--- src/design/torls_pkg.sv ---
// torls_pkg: shared types and constants for the telnet option refuser / line splitter
// holds result kinds, queue operation codes, telnet byte codes and the queue entry type
// no dependencies
package torls_pkg;

  localparam logic [7:0] B_IAC  = 8'd255;
  localparam logic [7:0] B_WILL = 8'd251;
  localparam logic [7:0] B_WONT = 8'd252;
  localparam logic [7:0] B_DO   = 8'd253;
  localparam logic [7:0] B_DONT = 8'd254;
  localparam logic [7:0] B_CR   = 8'd13;
  localparam logic [7:0] B_LF   = 8'd10;

  localparam logic [1:0] KIND_CHAR  = 2'd0;
  localparam logic [1:0] KIND_EOL   = 2'd1;
  localparam logic [1:0] KIND_REPLY = 2'd2;

  localparam logic [1:0] OP_CHAR  = 2'd0;
  localparam logic [1:0] OP_EOL   = 2'd1;
  localparam logic [1:0] OP_REPLY = 2'd2;

  typedef struct packed {
    logic [1:0] op;
    logic [7:0] data;
    logic [7:0] len;
    logic       ovf;
    logic       verb_dont;
  } entry_t;

endpackage

--- src/design/telnet_option_refuser_line_splitter_unit.sv ---
// telnet_option_refuser_line_splitter_unit: top level, parser -> queue -> result generator
// depends on torls_pkg, torls_front, torls_queue, torls_back
// an accepted byte's entry is written into the queue register, then loaded into the back end's output register
// throughput: one input byte per cycle while the queue is not full; a negotiation reply becomes three result words
// input stalls only while the two-entry queue is full
// reset: synchronous active-low rst_n clears parse state, line count, queue and output valid
module telnet_option_refuser_line_splitter_unit #(
  parameter int LINE_MAX = 128
) (
  input  logic       clk,
  input  logic       rst_n,
  input  logic       in_valid,
  output logic       in_stall,
  input  logic [7:0] in_rx_byte,
  output logic       out_valid,
  input  logic       out_stall,
  output logic [1:0] out_kind,
  output logic [7:0] out_out_byte,
  output logic [7:0] out_line_length,
  output logic       out_overflow,
  output logic       out_last
);

  logic              push;
  torls_pkg::entry_t push_entry;
  logic              pop;
  logic              full;
  logic              head_valid;
  torls_pkg::entry_t head;

  assign in_stall = full;

  torls_front #(.LINE_MAX(LINE_MAX)) u_front (
    .clk        (clk),
    .rst_n      (rst_n),
    .in_valid   (in_valid),
    .q_full     (full),
    .rx_byte    (in_rx_byte),
    .push       (push),
    .push_entry (push_entry)
  );

  torls_queue u_queue (
    .clk        (clk),
    .rst_n      (rst_n),
    .push       (push),
    .push_entry (push_entry),
    .pop        (pop),
    .full       (full),
    .head_valid (head_valid),
    .head       (head)
  );

  torls_back u_back (
    .clk             (clk),
    .rst_n           (rst_n),
    .head_valid      (head_valid),
    .head            (head),
    .pop             (pop),
    .out_valid       (out_valid),
    .out_stall       (out_stall),
    .out_kind        (out_kind),
    .out_out_byte    (out_out_byte),
    .out_line_length (out_line_length),
    .out_overflow    (out_overflow),
    .out_last        (out_last)
  );

endmodule

--- src/design/torls_front.sv ---
// torls_front: parses telnet bytes, tracks the line counter, emits work entries
// depends on torls_pkg
module torls_front #(
  parameter int LINE_MAX = 128
) (
  input  logic              clk,
  input  logic              rst_n,
  input  logic              in_valid,
  input  logic              q_full,
  input  logic [7:0]        rx_byte,
  output logic              push,
  output torls_pkg::entry_t push_entry
);

  localparam int CW = $clog2(LINE_MAX + 1);
  localparam int LW = (CW > 8) ? CW : 8;

  localparam logic [2:0] PS_NORMAL = 3'd0;
  localparam logic [2:0] PS_IAC    = 3'd1;
  localparam logic [2:0] PS_WILL   = 3'd2;
  localparam logic [2:0] PS_WONT   = 3'd3;
  localparam logic [2:0] PS_DO     = 3'd4;
  localparam logic [2:0] PS_DONT   = 3'd5;

  logic [2:0]    state_r, state_nxt;
  logic [CW-1:0] cnt_r, cnt_nxt;
  logic          ovf_r, ovf_nxt;
  logic          acc;
  logic          is_data;
  logic [CW-1:0] cnt_inc;
  logic [LW-1:0] len_ext;
  logic [LW-1:0] inc_ext;
  logic [7:0]    len_sat;
  logic [7:0]    inc_sat;

  assign acc     = in_valid && !q_full;
  assign cnt_inc = cnt_r + CW'(1);
  assign len_ext = LW'(cnt_r);
  assign inc_ext = LW'(cnt_inc);
  assign len_sat = (len_ext > LW'(255)) ? 8'd255 : len_ext[7:0];
  assign inc_sat = (inc_ext > LW'(255)) ? 8'd255 : inc_ext[7:0];

  always_comb begin
    state_nxt  = PS_NORMAL;
    cnt_nxt    = cnt_r;
    ovf_nxt    = ovf_r;
    push       = 1'b0;
    is_data    = 1'b0;
    push_entry = '{op: torls_pkg::OP_CHAR, data: rx_byte, len: 8'd0, ovf: 1'b0,
                   verb_dont: 1'b0};
    unique case (state_r)
      PS_IAC: begin
        priority if (rx_byte == torls_pkg::B_IAC) is_data = 1'b1;
        else if (rx_byte == torls_pkg::B_WILL) state_nxt = PS_WILL;
        else if (rx_byte == torls_pkg::B_WONT) state_nxt = PS_WONT;
        else if (rx_byte == torls_pkg::B_DO) state_nxt = PS_DO;
        else if (rx_byte == torls_pkg::B_DONT) state_nxt = PS_DONT;
        else state_nxt = PS_NORMAL;
      end
      PS_WILL, PS_WONT: begin
        push = 1'b1;
        push_entry.op = torls_pkg::OP_REPLY;
        push_entry.verb_dont = 1'b1;
      end
      PS_DO, PS_DONT: begin
        push = 1'b1;
        push_entry.op = torls_pkg::OP_REPLY;
      end
      default: begin
        if (rx_byte == torls_pkg::B_IAC) state_nxt = PS_IAC;
        else is_data = 1'b1;
      end
    endcase
    if (is_data) begin
      priority if (rx_byte == torls_pkg::B_CR) begin
        push = 1'b0;
      end else if (rx_byte == torls_pkg::B_LF) begin
        push = 1'b1;
        push_entry.op   = torls_pkg::OP_EOL;
        push_entry.data = 8'd0;
        push_entry.len  = len_sat;
        push_entry.ovf  = ovf_r;
        cnt_nxt = '0;
        ovf_nxt = 1'b0;
      end else if (cnt_r >= CW'(LINE_MAX)) begin
        ovf_nxt = 1'b1;
      end else begin
        push = 1'b1;
        push_entry.len = inc_sat;
        push_entry.ovf = ovf_r;
        cnt_nxt = cnt_inc;
      end
    end
    if (!acc) push = 1'b0;
  end

  always_ff @(posedge clk) begin
    if (!rst_n) begin
      state_r <= PS_NORMAL;
      cnt_r   <= '0;
      ovf_r   <= 1'b0;
    end else if (acc) begin
      state_r <= state_nxt;
      cnt_r   <= cnt_nxt;
      ovf_r   <= ovf_nxt;
    end
  end

endmodule

--- src/design/torls_queue.sv ---
// torls_queue: two-entry queue between parser and result generator
// depends on torls_pkg
module torls_queue (
  input  logic              clk,
  input  logic              rst_n,
  input  logic              push,
  input  torls_pkg::entry_t push_entry,
  input  logic              pop,
  output logic              full,
  output logic              head_valid,
  output torls_pkg::entry_t head
);

  torls_pkg::entry_t mem_r [2];
  logic       wr_ptr_r, wr_ptr_nxt;
  logic       rd_ptr_r, rd_ptr_nxt;
  logic [1:0] cnt_r, cnt_nxt;

  assign full       = (cnt_r == 2'd2);
  assign head_valid = (cnt_r != 2'd0);
  assign head       = mem_r[rd_ptr_r];

  always_comb begin
    wr_ptr_nxt = wr_ptr_r ^ push;
    rd_ptr_nxt = rd_ptr_r ^ pop;
    cnt_nxt    = cnt_r + {1'b0, push} - {1'b0, pop};
  end

  always_ff @(posedge clk) begin
    if (push) mem_r[wr_ptr_r] <= push_entry;
  end

  always_ff @(posedge clk) begin
    if (!rst_n) begin
      wr_ptr_r <= 1'b0;
      rd_ptr_r <= 1'b0;
      cnt_r    <= 2'd0;
    end else begin
      wr_ptr_r <= wr_ptr_nxt;
      rd_ptr_r <= rd_ptr_nxt;
      cnt_r    <= cnt_nxt;
    end
  end

endmodule

--- src/design/torls_back.sv ---
// torls_back: expands queued entries into result words and holds the output register
// depends on torls_pkg
module torls_back (
  input  logic              clk,
  input  logic              rst_n,
  input  logic              head_valid,
  input  torls_pkg::entry_t head,
  output logic              pop,
  output logic              out_valid,
  input  logic              out_stall,
  output logic [1:0]        out_kind,
  output logic [7:0]        out_out_byte,
  output logic [7:0]        out_line_length,
  output logic              out_overflow,
  output logic              out_last
);

  logic [1:0] phase_r, phase_nxt;
  logic       valid_r, valid_nxt;
  logic [1:0] kind_r, kind_nxt;
  logic [7:0] byte_r, byte_nxt;
  logic [7:0] len_r, len_nxt;
  logic       ovf_r, ovf_nxt;
  logic       last_r, last_nxt;
  logic       load;

  assign load = head_valid && (!valid_r || !out_stall);

  always_comb begin
    phase_nxt = phase_r;
    pop       = 1'b0;
    valid_nxt = valid_r && out_stall;
    kind_nxt  = kind_r;
    byte_nxt  = byte_r;
    len_nxt   = len_r;
    ovf_nxt   = ovf_r;
    last_nxt  = last_r;
    if (load) begin
      valid_nxt = 1'b1;
      if (head.op == torls_pkg::OP_REPLY) begin
        kind_nxt = torls_pkg::KIND_REPLY;
        len_nxt  = 8'd0;
        ovf_nxt  = 1'b0;
        unique case (phase_r)
          2'd0: byte_nxt = torls_pkg::B_IAC;
          2'd1: byte_nxt = head.verb_dont ? torls_pkg::B_DONT : torls_pkg::B_WONT;
          default: byte_nxt = head.data;
        endcase
        last_nxt = (phase_r == 2'd2);
        if (phase_r == 2'd2) begin
          phase_nxt = 2'd0;
          pop       = 1'b1;
        end else begin
          phase_nxt = phase_r + 2'd1;
        end
      end else begin
        kind_nxt  = (head.op == torls_pkg::OP_EOL) ? torls_pkg::KIND_EOL
                                                   : torls_pkg::KIND_CHAR;
        byte_nxt  = head.data;
        len_nxt   = head.len;
        ovf_nxt   = head.ovf;
        last_nxt  = 1'b1;
        phase_nxt = 2'd0;
        pop       = 1'b1;
      end
    end
  end

  always_ff @(posedge clk) begin
    if (!rst_n) begin
      phase_r <= 2'd0;
      valid_r <= 1'b0;
    end else begin
      phase_r <= phase_nxt;
      valid_r <= valid_nxt;
    end
  end

  always_ff @(posedge clk) begin
    kind_r <= kind_nxt;
    byte_r <= byte_nxt;
    len_r  <= len_nxt;
    ovf_r  <= ovf_nxt;
    last_r <= last_nxt;
  end

  assign out_valid       = valid_r;
  assign out_kind        = kind_r;
  assign out_out_byte    = byte_r;
  assign out_line_length = len_r;
  assign out_overflow    = ovf_r;
  assign out_last        = last_r;

endmodule

--- config.mk ---
export PLATFORM = sky130hd
export DESIGN_NAME = telnet_option_refuser_line_splitter_unit
export DESIGN_NICKNAME = d
export VERILOG_FILES = /design/src/design/torls_pkg.sv /design/src/design/telnet_option_refuser_line_splitter_unit.sv /design/src/design/torls_front.sv /design/src/design/torls_queue.sv /design/src/design/torls_back.sv
export SDC_FILE = /design/constraint.sdc
export NUM_CORES = 1
export LEC_CHECK = 0
export ABC_AREA = 1
export BUFFER_PORTS_ARGS = -buffer_cell sky130_fd_sc_hd__buf_4
export CORE_AREA = 5 5 92 94
export CTS_CLUSTER_DIAMETER = 100
export DETAILED_ROUTE_END_ITERATION = 10
export DIE_AREA = 0 0 97 99
export MAX_ROUTING_LAYER = met4
export PLACE_DENSITY = 0.76
export SYNTH_ARGS = -nofsm -noshare
export SYNTH_HDL_FRONTEND = slang
export SYNTH_SLANG_ARGS = --single-unit
--- constraint.sdc ---
create_clock -name clk -period 2.2 [get_ports clk]
set_input_delay 0.44 -clock clk [delete_from_list [all_inputs] [get_ports clk]]
set_output_delay 0.44 -clock clk [all_outputs]
set_load 0.005 [all_outputs]
* Word level (Yosys, flattened, before mapping)
Memory sizes are Yosys's and may differ from the RTL's. A register that Yosys moved wholly into a read port is not among the register bits. Index checks and enable logic that the tools add are counted.
Operators by class: bitwise gates (word level) 3, shift-type cells 0, muxes and demuxes 42, order comparisons 3, divide/modulo/power cells 0, reductions and logical operators 14, $add $sub $neg 4, multipliers 0, equal/unequal tests 18
Operator list (count):
- equality test 8 bit (second input constant) | 5
- two-way mux 8 bit | 5
- two-way mux 19 bit | 2
- two-way mux 1 bit | 20
- two-way mux 9 bit | 2
- equality test 8 x 4 -> 1 bit (second input constant) | 2
- greater-than comparator 8 bit (second input constant) | 2
- case mux 8 bit (2 select lines) | 1
- two-way mux 3 bit | 5
- two-way mux 10 bit | 1
- adder 8 x 1 -> 8 bit (second input constant) | 1
- >= comparator 8 bit (second input constant) | 1
- two-way mux 2 bit | 4
- AND reduction 4 bit | 2
- equality test 2 bit (second input constant) | 3
- equality test 3 x 2 -> 1 bit (second input constant) | 2
- equality test 3 bit (second input constant) | 2
- case mux 3 bit (2 select lines) | 1
- equality test 2 x 1 -> 1 bit (second input constant) | 2
- nonzero test 2 bit | 2
- OR reduction 4 bit | 1
- equality test 3 x 1 -> 1 bit (second input constant) | 1
- logical AND 1 bit | 3
- logical NOT 1 bit | 3
- 10 further kinds | 11
Word-level totals: register bits after elaboration 39, RAM bits 40, input port bits 12, logic and storage cells 98, latch bits 0, output and inout bits 22, memory bits (read-only) 0, memories kept 1
Memories:
- u_queue.mem_r | words 2, width 20, rd ports 1, clocked after Yosys merged registers in 1, write ports 1, line torls_queue.sv:14 | torls_pkg::entry_t mem_r [2];

* Logic depth before layout (Yosys ltp)
Gate-level depths: netlist of the first run.
depth in word-level cells 10, depth in mapped cells 13, gate-level depth less buffers 13

* Modules after synthesis
Synthesis of the first run repeated with hierarchy kept, for this count alone.
Second synthesis, totals: cells, all modules 365, area total of the unflattened synthesis 3804.9 sq um
Modules (own cells, without submodules):
- torls_queue | seq. area each 1301.2 sq um, times used 1, area an instance 1756.7 sq um, cells each 91
- torls_front | seq. area each 240.2 sq um, times used 1, area an instance 1124.8 sq um, cells each 197
- torls_back | seq. area each 660.6 sq um, times used 1, area an instance 923.4 sq um, cells each 77

* Worst setup path before layout of the first run
OpenSTA, ideal clock, no wires.
path kind register -> register, from reg u_front.state_r[2], to mem u_queue.mem_r[1][0] in the netlist's numbering, enable pin, arrival time 1891 ps, setup time 378 ps, period minus slack after synthesis 2269 ps, stages on the path, launching flop included 10, required time 1822 ps, slack -69 ps, buffers on the path 0, cell sequence dfxtp_1 > inv_1 > ha_1 > nand2_1 > inv_1 > nand2_2 > nand2_4 > a21oi_1 > nor3_1 > ha_1
On the way: longest elaborated chain between the ends 10, elaborated cells between the ends (all ways) 15
Ends and longest elaborated chain:
- from (decl) | line torls_front.sv:25 | logic [2:0] state_r, state_nxt;
- from (signal assigned) | line torls_front.sv:103 | state_r <= state_nxt;
- equality test 3 x 2 -> 1 bit or equality test 3 bit (tied branches) | line torls_front.sv:51 | unique case (state_r)
- OR reduction 4 bit (no source line)
- two-way mux 1 bit | line torls_front.sv:51
- two-way mux 1 bit | line torls_front.sv:85 | end else if (cnt_r >= CW'(LINE_MAX)) begin
- two-way mux 1 bit | line torls_front.sv:77 | end else if (rx_byte == torls_pkg::B_LF) begin
- two-way mux 1 bit | line torls_front.sv:75 | priority if (rx_byte == torls_pkg::B_CR) begin
- two-way mux 1 bit * | line torls_front.sv:74 | if (is_data) begin
- two-way mux 1 bit * | line torls_front.sv:94 | if (!acc) push = 1'b0;
- two-way mux 1 bit * | line torls_queue.sv:30 | if (push) mem_r[wr_ptr_r] <= push_entry;
- two-way mux 1 bit (not written as such) * | line torls_queue.sv:30
- to (decl) | line torls_queue.sv:14
Every way passes the cells marked *; elsewhere a longest branch is shown, timed or not.

==> results of run 1 <==
## cell usage after synthesis (all sizes together) (2+ instances only)
master	count
a21oi	32
a31oi	2
buf	5
clkbuf	6
dfxtp	20
edfxtp	60
ha	7
inv	35
mux2i	2
nand2	93
nand3	21
nand4	2
nor2	52
nor3	2
o21ai	10
xor2	3
## power groups by stage
stage / registers (W) / clock network, W / logic (W)
after global placement: 0.00231 / 0 / 0.00137
after CTS: 0.00229 / 0.00114 / 0.00142
final: 0.00229 / 0.00112 / 0.00141
after global routing: 0.00232 / 0.00120 / 0.00158
after floorplan: 0.00232 / 0 / 0.000767
after detailed placement: 0.00232 / 0 / 0.00141
## routing by layer
metal | GRT usage (%) | up-vias | share of wire, %
li1 | - | 1295 | -
met1 | 17.6 | 1157 | 42
met2 | 23.8 | 58 | 50
met3 | 3.89 | 19 | 4.4
met4 | 9.18 | 0 | 3.6
met5 | - | - | 0
## path summary, 6_finish.rpt
kind | cells after the start | slack [ps] | from | end
hold reg to reg | 2 | 500 | u_front.ovf_r | u_front.ovf_r
setup / recovery | 12 | 220 | flip-flop | u_queue.cnt_r[1]
hold / removal | 1 | 300 | in_rx_byte[7] | u_queue.mem_r[1][17]
setup reg to reg | 12 | 220 | flip-flop | u_queue.cnt_r[1]
## area by class of cell
type,count,area (um2)
fill,636,3330
sequential,80,2200
multi-input combinational,235,1220
timing repair buffer,43,348
inverter,36,135
clock buffer,11,131
tap,102,128
clock inverter,5,73.8
## layout by cell type (no fill, tap or decap), drive strengths merged
master | Yosys | final
edfxtp | 60 | 60
a31oi | 2 | 2
inv | 35 | 35
a21oi | 32 | 32
or2 | 1 | 1
o21ai | 10 | 10
o2111ai | 1 | 1
nand2 | 93 | 93
nand3 | 21 | 21
o31ai | 1 | 1
mux2i | 2 | 2
dfxtp | 20 | 20
clkbuf | 6 | 11
o22ai | 1 | 1
a211oi | 1 | 1
bufinv | 0 | 2
and2 | 1 | 1
ha | 7 | 7
o21a | 1 | 1
nor2 | 52 | 52
nand4 | 2 | 2
clkinv | 1 | 4
nor3 | 2 | 2
xnor2 | 1 | 1
xor2 | 3 | 3
buf | 5 | 43
o211ai | 1 | 1
## sequential cells by signal, indices dropped and copies added, names as in the netlist, named ones only
signal,count
u_back.out_out_byte,8
u_queue.rd_ptr_r,1
u_back.out_line_length,8
u_front.state_r,3
u_back.out_kind,2
u_queue.wr_ptr_r,1
u_front.cnt_r,8
u_front.ovf_r,1
u_back.out_valid,1
u_queue.mem_r,40
u_back.phase_r,2
u_back.out_last,1
u_queue.cnt_r,2
u_back.out_overflow,1
## per-stage QoR
step,instances,utilization (%)
2_1_floorplan,363,-
3_3_place_gp,496,53.2
3_5_place_dp,496,53.2
4_1_cts,512,55.9
5_1_grt,512,56.0
6_report,512,56.0
## cell families (layout without fill, tap and decap cells)
| logic type | count (synthesis) | in the layout | synth area share, % |
|---|---|---|---|
| AND/OR/NAND/NOR | 172 | 172 | 21.4 |
| adder cells (fa/ha/maj) | 7 | 7 | 2.42 |
| AO/OA/AOI/OAI | 50 | 50 | 8.16 |
| flip-flops | 80 | 80 | 60.9 |
| buffers and inverters | 48 | 95 | 5.60 |
| multiplexers | 2 | 2 | 0.553 |
| XOR/XNOR | 4 | 4 | 0.969 |
==> flow_metrics.env, run 1 <==
export IMPL_outcome="completed"
export IMPL_synth_seq_area_share_pct=60.9
export IMPL_cts_sinks=80
export IMPL_portBuffers=33
export IMPL_drc=0
export IMPL_p_switching_w=0.00144
export IMPL_hold_ws_ps=301
export IMPL_synth_top_cell_area_share_pct=49.8
export IMPL_cp_data_required_time_ps=2430
export IMPL_peakVddDrop_uv=446
export IMPL_fin_crit_sh_pct=90.1
export IMPL_ys_ff_latch=80
export IMPL_stdcell_area_um2=4240
export IMPL_arrival_ps=2210
export IMPL_syn_inst=363
export IMPL_synthTopCellsByArea="edfxtp_1 50%, dfxtp_1 11%, nand2_1 8.9%, nor2_1 4.5%, a21oi_1 4.2%"
export IMPL_insertedDiodeCount=0
export IMPL_path_clk_slew_ps=80
export IMPL_grt_pass1_vias=2453
export IMPL_core_um2=7570
export IMPL_maxCapViolations=0
export IMPL_ys_flop_type="edfxtp_1"
export IMPL_cts_resized=0
export IMPL_critical_path_class="reg2reg"
export IMPL_ant_nets=0
export IMPL_post_drt_wl_per_cell_um=13.2
export IMPL_grt_total_usage_pct=15.2
export IMPL_timing_fmax_mhz=504
export IMPL_cp_cell_sequence="nand2_1, nand2_1, and2_4, o21ai_2, nand2_1, inv_1, ha_1, inv_1, ha_1, xor2_1, o21ai_0, a21oi_1"
export IMPL_die_w_um=97
export IMPL_p_seq_share_pct=47.6
export IMPL_fin_crit_ps=1980
export IMPL_layout_drive_gt1_share_pct=20.5
export IMPL_pwr_share_clk_pct=23.2
export IMPL_power_w=0.00481
export IMPL_final_hold_violation_count=0
export IMPL_ys_warn_count=0
export IMPL_synth_cell_type_count=40
export IMPL_startpoint_type="flip-flop"
export IMPL_grt_max_degree=25
export IMPL_critical_path_max_stage_delay_ps=390
export IMPL_insertion_delay_ps=350
export IMPL_tightest_slew_ps=544
export IMPL_rows=32
export IMPL_netSwitchingFraction_pct=29.9
export IMPL_crit_top_cell="nand2_1"
export IMPL_cts_root_buf="clkbuf_8"
export IMPL_crit_fanout=6
export IMPL_grt_overflow=0
export IMPL_grt_pass1_wl_mm=11.3
export IMPL_yosysTopAreaCell="edfxtp_1"
export IMPL_setup_slack_ps=217
export IMPL_htree_levels=3
export IMPL_die_height_um=99
export IMPL_cts_setup_buffers=0
export IMPL_pwr_share_comb_pct=29.2
export IMPL_routed_via_count=2529
export IMPL_slew_violations=0
export IMPL_skew_ps=10.2
export IMPL_hold_buffers=0
export IMPL_drt_wl_total_mm=6.75
export IMPL_place_area_um2=4030
export IMPL_drt_iter0_markers=122
export IMPL_cts_tree="yes"
export IMPL_endpoint_kind="flip-flop"
export IMPL_fin_tns_setup_ps=0
export IMPL_synth_edff_count=60
export IMPL_io_pins=34
export IMPL_rsz0062_at_grt="false"
export IMPL_max_slew_margin_pct=63.5
export IMPL_place_hpwl_mm=4.93
export IMPL_synthesis_area_um2=3620
export IMPL_syn_area_per_cell_um2=9.96
export IMPL_synthArstFlopShare_pct=0
export IMPL_synthesis_nets=382
export IMPL_p_per_area_nw_per_um2=1140
export IMPL_nets=424
export IMPL_setup_viol=0
export IMPL_place_gp_congestion=0.873
export IMPL_hold_path_class="in2reg"
export IMPL_clk_path_buf_depth=2
export IMPL_cp_top_family="adder cells"
export IMPL_grt_antenna_before_repair=0
export IMPL_intPower_w=0.00337
export IMPL_viasPerCell=4.94
export IMPL_numCtsBuffers=9
export IMPL_area_delta_synth_final_pct=17.1
export IMPL_crit_buf_inv=2
export IMPL_initial_core_util_pct=47.8
export IMPL_pre_cts_ws_ps=-37.3
export IMPL_slowest_stage="dfxtp_2"
export IMPL_firstDrtPassIters=4
export IMPL_dieArea_um2=9600
export IMPL_power_leakage_nw=1.71
No activity file was read; power rests on OpenSTA's default activity.
==> inputs of run 2 (changes only) <==
- CORE_AREA: 5 5 92 94 -> 10 10 97 99
- DIE_AREA: 0 0 97 99 -> 0 0 107 109
==> flow_metrics.env, run 2 (synthesis results as in run 1) <==
export IMPL_outcome="completed"
export IMPL_whs_path_depth=1
export IMPL_endpoint_kind="flip-flop"
export IMPL_pwr_share_comb_pct=29.2
export IMPL_htree_levels=3
export IMPL_insertion_delay_ps=340
export IMPL_pwr_share_clk_pct=22.3
export IMPL_place_hpwl_mm=4.85
export IMPL_p_seq_share_pct=48.5
export IMPL_skew_ps=9.99
export IMPL_path_clk_slew_ps=90
export IMPL_min_from="in_rx_byte[6]"
export IMPL_cp_top_family="adder cells"
export IMPL_initial_core_util_pct=48.1
export IMPL_clk_path_buf_depth=2
export IMPL_fin_crit_sh_pct=91.5
export IMPL_portBuffers=33
export IMPL_rows=32
export IMPL_numCtsBuffers=9
export IMPL_setup_viol=0
export IMPL_grt_total_usage_pct=12.1
export IMPL_io_pins=34
export IMPL_die_height_um=109
export IMPL_drt_iter0_markers=117
export IMPL_layout_common_cells="86 x nand2_1, 60 x edfxtp_1, 43 x nor2_1, 42 x buf_4, 33 x inv_1"
export IMPL_p_per_area_nw_per_um2=1110
export IMPL_netSwitchingFraction_pct=30.7
export IMPL_final_cells=513
export IMPL_drt_wl_total_mm=6.64
export IMPL_insertedDiodeCount=0
export IMPL_largest_reg_flops=40
export IMPL_ff2ff_path_depth=12
export IMPL_dp_cells=497
export IMPL_area_delta_synth_final_pct=17.0
export IMPL_critical_path_max_stage_delay_ps=430
export IMPL_dieArea_um2=11700
export IMPL_crit_buf_inv=2
export IMPL_slowest_stage="dfxtp_2"
export IMPL_firstDrtPassIters=4
export IMPL_drc=0
export IMPL_crit_fanout=8
export IMPL_routed_via_count=2586
export IMPL_peakVddDrop_uv=453
export IMPL_grt_pass1_wl_mm=10.9
export IMPL_p_switching_w=0.00145
export IMPL_fin_crit_ps=2010
export IMPL_grt_overflow=0
export IMPL_cp_cell_sequence="nand2_1, o21ai_2, and2_4, o21ai_2, nand2_1, inv_1, ha_1, inv_1, ha_1, xor2_1, o21ai_0, a21oi_1"
export IMPL_hold_path_class="in2reg"
export IMPL_core_um2=7530
export IMPL_tightest_slew_ps=447
export IMPL_final_hold_violation_count=0
export IMPL_startpoint_type="flip-flop"
export IMPL_grt_antenna_before_repair=0
export IMPL_cts_tree="yes"
export IMPL_final_common_cell="nand2_1"
export IMPL_die_w_um=107
export IMPL_cts_sinks=80
export IMPL_maxCapViolations=0
export IMPL_arrival_ps=2240
export IMPL_post_drt_wl_per_cell_um=12.9
export IMPL_viasPerCell=5.04
export IMPL_cts_resized=0
export IMPL_stdcell_area_um2=4230
export IMPL_ant_nets=0
export IMPL_r2r_setup_slack_ps=190
export IMPL_nets=425
export IMPL_slew_violations=0
export IMPL_power_leakage_nw=1.70
export IMPL_regMostFlops="u_queue.mem_r"
export IMPL_intPower_w=0.00327
export IMPL_layout_drive_gt1_share_pct=20.9
export IMPL_hold_buffers=0
export IMPL_final_util_pct=56.2
export IMPL_place_gp_congestion=0.872
export IMPL_cts_root_buf="clkbuf_8"
export IMPL_timing_fmax_mhz=497
export IMPL_grt_max_degree=25
export IMPL_r2r_end="u_queue.cnt_r[1]"
export IMPL_critical_path_class="reg2reg"
export IMPL_min_to="u_queue.mem_r[0][16]"
export IMPL_grt_pass1_vias=2510
export IMPL_place_area_um2=4030
export IMPL_max_slew_margin_pct=70.0
export IMPL_cts_setup_buffers=0
export IMPL_rsz0062_at_grt="false"
export IMPL_cp_data_required_time_ps=2420
## run 2: changes by cell type in the layout (fill, tap and decap cells not counted), sizes merged
cell      previous run  this run
clkinvlp             0         3
bufinv               2         1
clkinv               4         2
clkbuf              11        10
buf                 43        44
inv                 35        36
## run 2: how the worst max path moves through the flow
stage	from	to	cells past startpoint
3_3_place_gp	in_rx_byte[5]	u_queue.cnt_r[1]	12
4_1_cts	flip-flop	u_queue.cnt_r[1]	12
6_report	flip-flop	u_queue.cnt_r[1]	12
2_1_floorplan	u_front.state_r[2]	u_queue.mem_r[1][0]	9
5_1_grt	u_front.state_r[2]	u_queue.cnt_r[1]	13
3_5_place_dp	in_rx_byte[0]	u_queue.mem_r[0][15]	11
## run 2: power groups by stage
stage | Clock, W | Sequential (W) | Combinational [W]
after floorplan | 0 | 0.00232 | 0.000767
after global placement | 0 | 0.00231 | 0.00137
after detailed placement | 0 | 0.00232 | 0.00139
after CTS | 0.00107 | 0.00229 | 0.00140
after global routing | 0.00112 | 0.00233 | 0.00157
final | 0.00105 | 0.00229 | 0.00138
## run 2: metrics by stage
step | hold WS (ps) | total power [W] | setup TNS [ps] | setup slack [ps]
after floorplan | 454 | 0.00309 | -2760 | -69.1
after global placement | 476 | 0.00367 | 0 | 96.3
after detailed placement | 479 | 0.00372 | 0 | 90.6
after CTS | 293 | 0.00476 | 0 | 68.5
after global routing | 287 | 0.00502 | 0 | 30.0
final | 305 | 0.00472 | 0 | 188
## run 2: layer usage
metal  vias to the layer above  part of all wire (%)  global-route usage, %
met5                         -                     0                      -
met2                        90                    49                   20.1
met1                      1175                    40                   12.4
met4                         0                   3.8                   7.45
met3                        25                   6.9                   3.60
li1                       1296                     -                      -
## run 2: cell type report
class / count / area (um2)
flip-flops and latches: 80 / 2200
fillers: 663 / 3300
clock buffers: 10 / 128
well taps: 102 / 128
multi-input cells: 235 / 1210
inverters: 36 / 135
repair buffers: 44 / 355
clock inverters: 6 / 70.1
==> inputs of run 3 (changes only) <==
- CORE_AREA: 10 10 97 99 -> 10 10 99 101
- DIE_AREA: 0 0 107 109 -> 0 0 109 111
- SYNTH_HIERARCHICAL: default -> 1
==> flow_metrics.env, run 3 <==
export IMPL_grt_antenna_before_repair=0
export IMPL_pwr_share_comb_pct=33.1
export IMPL_ys_warn_count=6
export IMPL_initial_core_util_pct=47.7
export IMPL_final_util_pct=55.2
export IMPL_layout_drive_gt1_share_pct=27.1
export IMPL_final_hold_violation_count=0
export IMPL_clk_path_buf_depth=2
export IMPL_setup_viol=0
export IMPL_ys_ff_latch=80
export IMPL_power_w=0.00504
export IMPL_cts_resized=0
export IMPL_htree_levels=3
export IMPL_synthesis_area_um2=3800
export IMPL_place_gp_congestion=0.867
export IMPL_p_seq_share_pct=46.0
export IMPL_dp_cells=502
export IMPL_nets=426
export IMPL_tightest_slew_ps=412
export IMPL_synthTopCellsByArea="edfxtp_1 47%, dfxtp_1 11%, mux2_4 7.9%, nand2_1 5.8%, nor2_1 5.4%"
export IMPL_min_from="in_rx_byte[7]"
export IMPL_setup_slack_ps=207
export IMPL_max_slew_margin_pct=72.4
export IMPL_cp_data_required_time_ps=2250
export IMPL_post_drt_wl_per_cell_um=12.5
export IMPL_ant_nets=0
export IMPL_endpoint_kind="flip-flop"
export IMPL_rsz0062_at_grt="false"
export IMPL_cts_root_buf="clkbuf_8"
export IMPL_synth_seq_area_share_pct=57.9
export IMPL_p_per_area_nw_per_um2=1150
export IMPL_final_common_cell="edfxtp_1"
export IMPL_crit_buf_inv=2
export IMPL_firstDrtPassIters=4
export IMPL_path_clk_slew_ps=80
export IMPL_power_leakage_nw=1.92
export IMPL_viasPerCell=4.79
export IMPL_die_w_um=109
export IMPL_peakVddDrop_uv=401
export IMPL_grt_max_degree=16
export IMPL_area_delta_synth_final_pct=15.6
export IMPL_ys_top_cells_by_count="60 x edfxtp_1, 59 x nand2_1, 55 x nor2_1"
export IMPL_insertedDiodeCount=0
export IMPL_critical_path_class="reg2reg"
export IMPL_synthArstFlopShare_pct=0
export IMPL_largest_reg_flops=40
export IMPL_hold_path_class="in2reg"
export IMPL_maxCapViolations=0
export IMPL_io_pins=34
export IMPL_dieArea_um2=12100
export IMPL_yosysTopAreaCell="edfxtp_1"
export IMPL_p_switching_w=0.00153
export IMPL_core_um2=7970
export IMPL_crit_top_cell="nand2_1"
export IMPL_grt_pass1_wl_mm=10.8
export IMPL_slowest_stage="dfxtp_1"
export IMPL_ys_flop_type="edfxtp_1"
export IMPL_drt_wl_total_mm=6.50
export IMPL_fin_crit_ps=1990
export IMPL_drc=0
export IMPL_synth_edff_count=60
export IMPL_synth_cell_type_count=29
export IMPL_syn_inst=365
export IMPL_numCtsBuffers=9
export IMPL_fin_crit_sh_pct=90.6
export IMPL_pwr_share_clk_pct=20.9
export IMPL_cts_sinks=80
export IMPL_startpoint_type="flip-flop"
export IMPL_synthesis_nets=383
export IMPL_netSwitchingFraction_pct=30.4
export IMPL_hold_buffers=0
export IMPL_insertion_delay_ps=350
export IMPL_syn_area_per_cell_um2=10.4
export IMPL_cts_setup_buffers=0
export IMPL_die_height_um=111
export IMPL_intPower_w=0.00351
export IMPL_outcome="completed"
export IMPL_regMostFlops="u_queue/mem_r"
export IMPL_pre_cts_ws_ps=-4.07
export IMPL_grt_pass1_vias=2378
export IMPL_slew_violations=0
export IMPL_synth_top_cell_area_share_pct=47.4
export IMPL_place_hpwl_mm=4.85
export IMPL_cts_tree="yes"
export IMPL_cp_top_family="simple AND/OR/NAND/NOR gates"
export IMPL_final_cells=518
export IMPL_arrival_ps=2050
export IMPL_reg2reg_from="u_front/state_r[2]"
export IMPL_critical_path_max_stage_delay_ps=370
export IMPL_portBuffers=33
export IMPL_drt_iter0_markers=138
export IMPL_timing_fmax_mhz=502
export IMPL_rows=33
export IMPL_skew_ps=10.3
export IMPL_layout_common_cells="60 x edfxtp_1, 59 x nand2_1, 55 x nor2_1, 50 x inv_1, 46 x buf_4"
export IMPL_crit_fanout=11
export IMPL_crit_start="u_front/state_r[2]"
export IMPL_grt_total_usage_pct=11.4
export IMPL_routed_via_count=2481
export IMPL_grt_overflow=0
export IMPL_cp_cell_sequence="inv_1, nand2_1, nand2_1, nor2_1, nand2_1, nand2_1, nand3b_1, a21oi_2, ha_1, buf_4"
export IMPL_yosysMostFrequentCell="edfxtp_1"
[run 3: cell types whose count changed in the layout (fill, tap and decap cells not counted), sizes merged, moves of 3 or more]
cell | before | now
a21oi | 32 | 14
or2 | 1 | 6
o21ai | 10 | 5
mux2 | 0 | 20
inv | 36 | 52
nor2 | 52 | 62
a22oi | 0 | 3
nand2 | 93 | 70
[run 3: power groups by stage]
stage	sequential, W	combinational [W]	clock [W]
floorplan	0.00234	0.00115	0
global placement	0.00233	0.00165	0
detailed placement	0.00236	0.00168	0
CTS	0.00232	0.00169	0.00109
global route	0.00237	0.00187	0.00115
finish	0.00232	0.00167	0.00105
[run 3: cells by family after synthesis]
group / share of synthesized area (%)
simple gates: 19.6
compound gates: 4.37
buf+inv: 7.33
fa+ha+maj: 1.97
mux: 7.89
xor+xnor: 0.921
flops: 57.9
[run 3: worst paths after layout]
kind              slack, ps  cells after the start                    to
setup reg to reg        210                     10  u_queue/mem_r[0][10]
setup / recovery        210                     10  u_queue/mem_r[0][10]
hold reg to reg         490                      2    u_front/state_r[1]
hold / removal          290                      1  u_queue/mem_r[0][17]
[run 3: metrics by stage]
step                      setup TNS [ps]  cell area [um2]  hold WS [ps]
after floorplan                     -835             3800           452
after global placement                 0             4200           467
after detailed placement           -41.9             4200           481
after CTS                              0             4390           272
after global routing                   0             4400           273
final                                  0             4400           289
[run 3: area by class of cell]
| class | instances | area (um2) |
|---|---|---|
| clock buffers | 9 | 124 |
| repair buffers | 46 | 345 |
| clock inverters | 7 | 72.6 |
| well taps | 105 | 131 |
| inverters | 52 | 195 |
| fillers | 673 | 3570 |
| flip-flops and latches | 80 | 2200 |
| multi-input cells | 219 | 1330 |
[run 3: per-layer routing]
| layer | share of wire [%] | vias up | global-route usage, % |
|---|---|---|---|
| li1 | - | 1264 | - |
| met1 | 41 | 1142 | 12.8 |
| met2 | 50 | 64 | 18.2 |
| met3 | 6.9 | 11 | 3.37 |
| met4 | 2.0 | 0 | 5.54 |
| met5 | 0 | - | - |
[run 3: worst register-to-register path, delay by kind of cell, from the launching register on]
family | cells | cell delay, ps
AOI/OAI and AO/OA | 1 | 230
DFF | 1 | 370
adders and majority gates | 1 | 220
buffers and inverters | 2 | 280
and+or+nand+nor | 6 | 590
